File: src/design/pdt_pkg.sv
`timescale 1ns / 1ps
// ----------------------------------------------------------------------------
// pdt_pkg
// Shared widths, codes and control types of the pump duty timer.
// ----------------------------------------------------------------------------
package pdt_pkg;

  localparam int TIME_BITS = 32;
  localparam int RATE_BITS = 24;
  localparam int CNT_W     = $clog2(TIME_BITS);

  typedef enum logic [2:0] {
    CFG_PERIOD     = 3'd0,
    CFG_SHUTOFF    = 3'd1,
    CFG_LOWER      = 3'd2,
    CFG_UPPER      = 3'd3,
    CFG_ACTIVE_LOW = 3'd4
  } pdt_cfg_idx_t;

  typedef enum logic [1:0] {
    LVL_OK   = 2'd0,
    LVL_WARN = 2'd1,
    LVL_ERR  = 2'd2
  } pdt_lvl_t;

  typedef enum logic [1:0] {
    CODE_OK    = 2'd0,
    CODE_STALE = 2'd1,
    CODE_LOW   = 2'd2,
    CODE_HIGH  = 2'd3
  } pdt_code_t;

  typedef enum logic [1:0] {
    ST_IDLE,
    ST_DIV,
    ST_SCALE,
    ST_DONE
  } pdt_state_t;

  typedef struct packed {
    logic tick;
    logic set_now;
    logic start;
    logic div_step;
    logic scale_step;
    logic finish;
  } pdt_cmd_t;

  typedef struct packed {
    logic set_quick;
    logic cnt_zero;
    logic pump_on;
    logic stale;
  } pdt_stat_t;

endpackage

File: src/design/pdt_ctrl.sv
`timescale 1ns / 1ps
// ----------------------------------------------------------------------------
// pdt_ctrl
// Controller: input/output handshake and sequencing of the rate scaler.
// ----------------------------------------------------------------------------
module pdt_ctrl
  import pdt_pkg::*;
(
  input  logic      clk,
  input  logic      rst_n,
  input  logic      in_valid,
  output logic      in_ready,
  input  logic      in_mode,
  output logic      out_valid,
  input  logic      out_ready,
  input  pdt_stat_t stat,
  output pdt_cmd_t  cmd
);

  pdt_state_t state_r, state_nxt;
  logic       out_valid_r, out_valid_nxt;
  logic       out_free;

  assign out_free  = !out_valid_r || out_ready;
  assign out_valid = out_valid_r;

  always_ff @(posedge clk) begin
    if (!rst_n) begin
      state_r     <= ST_IDLE;
      out_valid_r <= 1'b0;
    end else begin
      state_r     <= state_nxt;
      out_valid_r <= out_valid_nxt;
    end
  end

  always_comb begin
    state_nxt     = state_r;
    out_valid_nxt = out_valid_r && !out_ready;
    cmd           = '0;
    in_ready      = 1'b0;
    case (state_r)
      ST_IDLE: begin
        in_ready = out_free;
        if (in_valid && out_free) begin
          if (!in_mode) begin
            cmd.tick      = 1'b1;
            out_valid_nxt = 1'b1;
          end else if (stat.set_quick) begin
            cmd.set_now   = 1'b1;
            out_valid_nxt = 1'b1;
          end else begin
            cmd.start = 1'b1;
            state_nxt = ST_DIV;
          end
        end
      end
      ST_DIV: begin
        cmd.div_step = 1'b1;
        if (stat.cnt_zero) state_nxt = ST_SCALE;
      end
      ST_SCALE: begin
        cmd.scale_step = 1'b1;
        if (stat.cnt_zero) state_nxt = ST_DONE;
      end
      ST_DONE: begin
        if (out_free) begin
          cmd.finish    = 1'b1;
          out_valid_nxt = 1'b1;
          state_nxt     = ST_IDLE;
        end
      end
      default: state_nxt = ST_IDLE;
    endcase
  end

endmodule

File: src/design/pdt_dp.sv
`timescale 1ns / 1ps
// ----------------------------------------------------------------------------
// pdt_dp
// Datapath: registers, schedule and watchdog logic, serial divide and scale.
// ----------------------------------------------------------------------------
module pdt_dp
  import pdt_pkg::*;
(
  input  logic                 clk,
  input  logic                 rst_n,
  input  logic                 cfg_valid,
  input  logic [2:0]           cfg_index,
  input  logic [31:0]          cfg_data,
  input  logic [RATE_BITS-1:0] in_rate,
  input  pdt_cmd_t             cmd,
  output pdt_stat_t            stat,
  output logic                 pump_pin,
  output logic [1:0]           alarm_level,
  output logic [1:0]           alarm_code
);

  logic [TIME_BITS-1:0] period_r, shutoff_r;
  logic [RATE_BITS-1:0] lower_r, upper_r;
  logic                 active_low_r;

  logic [TIME_BITS-1:0] now_r, last_cmd_r, last_sw_r, on_r, off_r;
  logic                 pump_on_r, stale_r;
  pdt_lvl_t             level_r;
  pdt_code_t            code_r;

  logic [TIME_BITS-1:0] div_r, div_nxt;
  logic [RATE_BITS-1:0] drem_r, drem_nxt;
  logic [TIME_BITS-1:0] acc_r, acc_nxt;
  logic [RATE_BITS-1:0] arem_r, arem_nxt;
  logic [RATE_BITS-1:0] rate_r;
  logic [CNT_W-1:0]     cnt_r;

  // tick decisions
  logic [TIME_BITS-1:0] now1, el_cmd, el_sw;
  logic                 stale_hit, sw_off, sw_on;
  // set checks
  logic                 bad_lo, bad_hi, rate_zero;
  // divide step
  logic [RATE_BITS:0]   d_rs;
  logic                 d_c;
  // scale step
  logic [RATE_BITS:0]   s_rs, s_ra;
  logic [RATE_BITS-1:0] s_r1;
  logic                 s_c1, s_c2, s_bit;

  assign now1      = now_r + 1'b1;
  assign el_cmd    = now1 - last_cmd_r;
  assign el_sw     = now1 - last_sw_r;
  assign stale_hit = pump_on_r && (el_cmd > shutoff_r);
  assign sw_off    = pump_on_r && (el_sw > on_r);
  assign sw_on     = !pump_on_r && (el_sw > off_r) && (on_r != '0);

  assign rate_zero = (in_rate == '0);
  assign bad_lo    = !rate_zero && (in_rate < lower_r);
  assign bad_hi    = in_rate > upper_r;

  assign stat.set_quick = bad_lo || bad_hi || rate_zero;
  assign stat.cnt_zero  = (cnt_r == '0);
  assign stat.pump_on   = pump_on_r;
  assign stat.stale     = stale_r;

  assign pump_pin    = pump_on_r ^ active_low_r;
  assign alarm_level = level_r;
  assign alarm_code  = code_r;

  always_comb begin
    d_rs     = {drem_r, div_r[TIME_BITS-1]};
    d_c      = d_rs >= {1'b0, upper_r};
    drem_nxt = d_c ? RATE_BITS'(d_rs - {1'b0, upper_r}) : d_rs[RATE_BITS-1:0];
    div_nxt  = {div_r[TIME_BITS-2:0], d_c};
  end

  always_comb begin
    s_bit    = rate_r[RATE_BITS-1];
    s_rs     = {arem_r, 1'b0};
    s_c1     = s_rs >= {1'b0, upper_r};
    s_r1     = s_c1 ? RATE_BITS'(s_rs - {1'b0, upper_r}) : s_rs[RATE_BITS-1:0];
    s_ra     = {1'b0, s_r1} + {1'b0, drem_r};
    s_c2     = s_bit && (s_ra >= {1'b0, upper_r});
    arem_nxt = !s_bit ? s_r1
             : (s_c2 ? RATE_BITS'(s_ra - {1'b0, upper_r}) : s_ra[RATE_BITS-1:0]);
    acc_nxt  = {acc_r[TIME_BITS-2:0], s_c1}
             + (s_bit ? (div_r + {{(TIME_BITS-1){1'b0}}, s_c2}) : '0);
  end

  always_ff @(posedge clk) begin
    if (!rst_n) begin
      period_r     <= TIME_BITS'(60000);
      shutoff_r    <= TIME_BITS'(300000);
      lower_r      <= '0;
      upper_r      <= '1;
      active_low_r <= 1'b0;
    end else if (cfg_valid) begin
      case (pdt_cfg_idx_t'(cfg_index))
        CFG_PERIOD:     period_r     <= cfg_data[TIME_BITS-1:0];
        CFG_SHUTOFF:    shutoff_r    <= cfg_data[TIME_BITS-1:0];
        CFG_LOWER:      lower_r      <= cfg_data[RATE_BITS-1:0];
        CFG_UPPER:      upper_r      <= cfg_data[RATE_BITS-1:0];
        CFG_ACTIVE_LOW: active_low_r <= cfg_data[0];
        default: ;
      endcase
    end
  end

  always_ff @(posedge clk) begin
    if (!rst_n) begin
      now_r      <= '0;
      last_cmd_r <= '0;
      last_sw_r  <= '0;
      on_r       <= '0;
      off_r      <= '0;
      pump_on_r  <= 1'b0;
      stale_r    <= 1'b0;
      level_r    <= LVL_OK;
      code_r     <= CODE_OK;
    end else if (cmd.tick) begin
      now_r <= now1;
      if (stale_hit) begin
        pump_on_r <= 1'b0;
        stale_r   <= 1'b1;
        level_r   <= LVL_WARN;
        code_r    <= CODE_STALE;
      end else if (stale_r) begin
        pump_on_r <= 1'b0;
      end else if (sw_off || sw_on) begin
        pump_on_r <= sw_on;
        last_sw_r <= now1;
      end
    end else if (cmd.set_now) begin
      if (bad_lo) begin
        level_r <= LVL_ERR;
        code_r  <= CODE_LOW;
      end else if (bad_hi) begin
        level_r <= LVL_ERR;
        code_r  <= CODE_HIGH;
      end else begin
        on_r       <= '0;
        off_r      <= period_r;
        last_cmd_r <= now_r;
        stale_r    <= 1'b0;
        level_r    <= LVL_OK;
        code_r     <= CODE_OK;
      end
    end else if (cmd.finish) begin
      on_r       <= acc_r;
      off_r      <= period_r - acc_r;
      last_cmd_r <= now_r;
      stale_r    <= 1'b0;
      level_r    <= LVL_OK;
      code_r     <= CODE_OK;
    end
  end

  always_ff @(posedge clk) begin
    if (cmd.start) begin
      div_r  <= period_r;
      drem_r <= '0;
      acc_r  <= '0;
      arem_r <= '0;
      rate_r <= in_rate;
      cnt_r  <= CNT_W'(TIME_BITS - 1);
    end else if (cmd.div_step) begin
      div_r  <= div_nxt;
      drem_r <= drem_nxt;
      cnt_r  <= stat.cnt_zero ? CNT_W'(RATE_BITS - 1) : cnt_r - 1'b1;
    end else if (cmd.scale_step) begin
      acc_r  <= acc_nxt;
      arem_r <= arem_nxt;
      rate_r <= {rate_r[RATE_BITS-2:0], 1'b0};
      cnt_r  <= cnt_r - 1'b1;
    end
  end

endmodule

File: src/design/pump_duty_timer_with_watchdog_core.sv
`timescale 1ns / 1ps
// ----------------------------------------------------------------------------
// pump_duty_timer_with_watchdog_core
// Time-proportioned pump driver with a stale-command watchdog.
// ----------------------------------------------------------------------------
// Channel  Direction  Ports
// in       input      in_valid, in_ready, in_mode, in_rate
// out      output     out_valid, out_ready, out_pump_pin, out_alarm_level,
//                     out_alarm_code
// cfg      input      cfg_valid, cfg_ready, cfg_index, cfg_data
//
// Tick word and rejected or zero-rate set word: result registered, valid in the cycle after accept.
// Accepted nonzero set word: a 32-step divide of the period by the upper
// bound, a 24-step scale over the rate bits, then a commit once out is free.
// One word in flight; the next word is taken as the previous result leaves.
// Synchronous active-low reset; cfg writes complete every cycle.
// ----------------------------------------------------------------------------
module pump_duty_timer_with_watchdog_core
  import pdt_pkg::*;
(
  input  logic                 clk,
  input  logic                 rst_n,
  input  logic                 in_valid,
  output logic                 in_ready,
  input  logic                 in_mode,
  input  logic [RATE_BITS-1:0] in_rate,
  output logic                 out_valid,
  input  logic                 out_ready,
  output logic                 out_pump_pin,
  output logic [1:0]           out_alarm_level,
  output logic [1:0]           out_alarm_code,
  input  logic                 cfg_valid,
  output logic                 cfg_ready,
  input  logic [2:0]           cfg_index,
  input  logic [31:0]          cfg_data
);

  pdt_cmd_t  cmd;
  pdt_stat_t stat;

  assign cfg_ready = 1'b1;

  pdt_ctrl u_ctrl (
    .clk       (clk),
    .rst_n     (rst_n),
    .in_valid  (in_valid),
    .in_ready  (in_ready),
    .in_mode   (in_mode),
    .out_valid (out_valid),
    .out_ready (out_ready),
    .stat      (stat),
    .cmd       (cmd)
  );

  pdt_dp u_dp (
    .clk         (clk),
    .rst_n       (rst_n),
    .cfg_valid   (cfg_valid),
    .cfg_index   (cfg_index),
    .cfg_data    (cfg_data),
    .in_rate     (in_rate),
    .cmd         (cmd),
    .stat        (stat),
    .pump_pin    (out_pump_pin),
    .alarm_level (out_alarm_level),
    .alarm_code  (out_alarm_code)
  );

  a_busy_no_accept: assert property (@(posedge clk) disable iff (!rst_n)
    (cmd.div_step || cmd.scale_step) |-> !in_ready)
    else $error("word accepted while scaler busy");

  a_tick_result: assert property (@(posedge clk) disable iff (!rst_n)
    (in_valid && in_ready && !in_mode) |=> out_valid)
    else $error("tick word gave no result");

  a_stale_off: assert property (@(posedge clk) disable iff (!rst_n)
    stat.stale |-> !stat.pump_on)
    else $error("pump on during stale stop");

  a_alarm_pair: assert property (@(posedge clk) disable iff (!rst_n)
    (out_alarm_level == LVL_OK) == (out_alarm_code == CODE_OK))
    else $error("alarm level and code disagree");

endmodule
File: config.mk
export PLATFORM = sky130hd
export DESIGN_NAME = pump_duty_timer_with_watchdog_core
export DESIGN_NICKNAME = d
export VERILOG_FILES = /design/src/design/pdt_pkg.sv /design/src/design/pdt_ctrl.sv /design/src/design/pdt_dp.sv /design/src/design/pump_duty_timer_with_watchdog_core.sv
export SDC_FILE = /design/constraint.sdc
export NUM_CORES = 2
export LEC_CHECK = 0
export BUFFER_PORTS_ARGS = -buffer_cell sky130_fd_sc_hd__buf_2
export CORE_ASPECT_RATIO = 1.4
export CORE_UTILIZATION = 60
export CTS_BUF_LIST = sky130_fd_sc_hd__clkbuf_8
export CTS_CLUSTER_SIZE = 25
export DETAILED_ROUTE_END_ITERATION = 10
export GPL_TIMING_DRIVEN = 0
export HOLD_SLACK_MARGIN = 0.15
export PLACE_DENSITY = 0.77
export REMOVE_ABC_BUFFERS = 1
export SETUP_SLACK_MARGIN = 0.3
export SKIP_LAST_GASP = 1
export SYNTH_ARGS = -nofsm -noshare
export SYNTH_HDL_FRONTEND = slang
export SYNTH_HIERARCHICAL = 1
export SYNTH_SLANG_ARGS = --single-unit
File: constraint.sdc
create_clock -name clk -period 22.1 [get_ports clk]
set_input_delay 4.42 -clock clk [delete_from_list [all_inputs] [get_ports clk]]
set_output_delay 4.42 -clock clk [all_outputs]
set_load 0.1 [all_outputs]
==> run_results.csv <==
group,metric,value,unit
timing,worstMarginPinSlew,1.30,ns
timing,timing.final.crit_share,55.7,%
drt,finalWirelength,88100,um
timing,fin_crit,12.31,ns
cells_and_area,nets,4459,
die,die-area,54400,um2
pwr,leakage,14.9,nW
die,die_h,275,um
min_path,hp-start,"u_dp/lower_r[1]",
min_path,hold_end,"u_dp/lower_r[1]",
critical_path,r2r_slack,9.79,ns
pwr,netSwitchingPower,0.00221,W
drt,num_vias,28800,
placement,io_buffers,71,
timing,slew_violations,0,
critical_path,cp_slowest_cell,"nor4_1",
global_route,grt_busiest_layer,"met2",
pwr,pwr-share-seq,21.8,%
die,fp-row-count,99,
clocking,post_cts_buffers,0,
global_route,met1_usage,34.1,%
critical_path,cpMostUsedCell,"ha_1",
clocking,cts_tree,"built",
drt,antenna_left,0,
global_route,grt_util_met2,59.5,%
global_route,grt_pass1_vias,28300,
pwr,p_int,0.00266,W
logic_synthesis,yosys_warnings,6,
critical_path,cp-start-kind,"flop",
critical_path,crit_type,"flop to flop",
critical_path,reg2reg_depth,43,
clocking,post_cts_resized,0,
flow_run,cap_viol_max_count,0,
critical_path,cp.required,22.60,ns
critical_path,max_stage_delay,0.92,ns
cells_and_area,area_delta_synth_final,7.73,%
clocking,cts_root_buffer,"clkbuf_8",
global_route,grt_max_degree,144,
timing,hold_ws,0.453,ns
pwr,p_clk_share,14.0,%
critical_path,crit-reg2reg-launch,"u_dp/upper_r[1]",
drt,drc,0,
pwr,max-vdd-ir-drop,0.000104,V
global_route,grt.overflow.total,0,
clocking,clk_path_buf_depth,3,
global_route,groute.usage.overall,32.3,%
clocking,clk_pin_slew,0.05,ns
critical_path,worstReg2RegEnd,"u_dp/acc_r[31]",
drt,drt_first_pass_iters,5,
die,ios,73,
timing,setup_viol,0,
clocking,cts.sinks,422,
critical_path,arrival,12.81,ns
timing,max-slew-margin-rel,13.4,%
cells_and_area,nFillCells,4552,
min_path,hold_depth,2,
logic_synthesis,synth_cells,4006,
placement,hpwl,67100,um
die,coreArea,52400,um2
min_path,hold_path_class,"flop to flop",
die,start_util,61.2,%
pwr,p_per_area,141,nW/um2
drt,drtIter0Drc,1497,
global_route,gr-usage-met3,4.11,%
critical_path,crit_fanout,35,
timing,setup_tns,0,ns
cells_and_area,drive_above_1_share,7.63,%
clocking,ctsHoldBuffers,0,
global_route,grt_first_pass_wirelength,140000,um
clocking,htreeDepth,3,
clocking,cts_buffers,71,
timing,hold_viol,0,
timing,clock_skew,0.0374,ns
logic_synthesis,synth.avg_cell_area,8.00,um2
drt,via_per_inst,6.02,
timing,grt_setup_unrepaired,"false",
die,die_w,197,um
pwr,combPwrFrac,64.3,%
logic_synthesis,syn_area,32100,um2
critical_path,endpoint_kind,"flop",
drt,wl_per_cell,18.5,um
clocking,clk_latency,0.67,ns
placement,gp_congestion,0.943,
status,status,"completed",
timing,fmax,81.2,MHz
global_route,antenna_found_initial,6,
pwr,p_sw_share,45.4,%
-- power by group through the flow --
stage | clock network (W) | logic, W | registers (W)
after floorplan | 0 | 0.00240 | 0.00103
after global placement | 0 | 0.00298 | 0.00107
after detailed placement | 0 | 0.00308 | 0.00107
after CTS | 0.000695 | 0.00310 | 0.00106
after global routing | 0.000730 | 0.00348 | 0.00107
final | 0.000681 | 0.00313 | 0.00106
-- routing by layer --
layer	vias up	wire, um	share of wire (%)
li1	14200	-	-
met1	13500	33800	38
met2	743	44900	51
met3	291	3720	4.2
met4	6	5710	6.5
met5	-	40	0.045
-- metrics by stage --
step / util, % / worst slack (ns) / power [W] / instance area, um2 / cells
6_report: 65.9 / 9.79 / 0.00487 / 34500 / 4775
4_1_cts: 65.9 / 9.88 / 0.00485 / 34500 / 4771
2_1_floorplan: - / 9.20 / 0.00344 / 31400 / 3848
3_5_place_dp: 63.3 / 9.92 / 0.00415 / 33200 / 4647
3_3_place_gp: 62.3 / 1.67 / 0.00405 / 32700 / 4626
5_1_grt: 65.9 / 9.27 / 0.00529 / 34500 / 4774
-- flip-flops by register name, indices dropped and copies added (netlist names), 2 cells and up --
signal	cells
u_ctrl/state_r	2
u_dp/acc_r	32
u_dp/alarm_level	2
u_dp/arem_r	24
u_dp/cnt_r	5
u_dp/div_r	32
u_dp/drem_r	24
u_dp/last_cmd_r	32
u_dp/last_sw_r	32
u_dp/lower_r	24
u_dp/now_r	32
u_dp/off_r	32
u_dp/on_r	32
u_dp/period_r	32
u_dp/rate_r	24
u_dp/shutoff_r	32
u_dp/upper_r	24
-- how the worst max path moves through the flow --
stage	from	endpoint	slack [ns]	cells past startpoint
2_1_floorplan	in_rate[17]	u_dp/rate_r[0]	9.20	13
4_1_cts	u_dp/upper_r[1]	u_dp/acc_r[31]	9.88	41
3_3_place_gp	in_rate[23]	u_dp/arem_r[16]	1.67	15
3_5_place_dp	u_dp/upper_r[1]	u_dp/acc_r[31]	9.92	41
6_report	u_dp/upper_r[1]	u_dp/acc_r[31]	9.79	43
5_1_grt	u_dp/upper_r[1]	u_dp/acc_r[31]	9.27	45
-- critical path, delay by kind of cell (launching register included) --
kind,cells,cell delay [ns]
xor+xnor,2,0.40
mux,1,0.33
fa+ha+maj,6,1.80
simple gates,12,3.69
buf+inv,3,0.62
compound gates,19,4.90
flops,1,0.38
-- final cells by class --
cell class                 instances  area, um2  area share, %
multi-input combinational       3121      21300           61.8
sequential                       422       9010           26.1
clock buffer                      85       1170           3.39
inverter                         305       1150           3.34
tap                              707        885           2.56
timing repair buffer              93        803           2.33
clock inverter                    39        164          0.475
antenna                            3       7.51         0.0217
-- cell usage in the layout, fill, tap and decap left out, types with 68 or more instances in the layout --
master,count
a21oi_1,352
a21o_1,129
a211oi_1,111
dfxtp_1,366
xor2_1,110
nor2_1,335
nand4_1,68
nand3_1,79
inv_1,325
o21ai_0,159
ha_1,371
clkbuf_8,85
xnor2_1,152
mux2_2,70
nand2_1,491
buf_2,70
(Power assumes the default switching activity.)
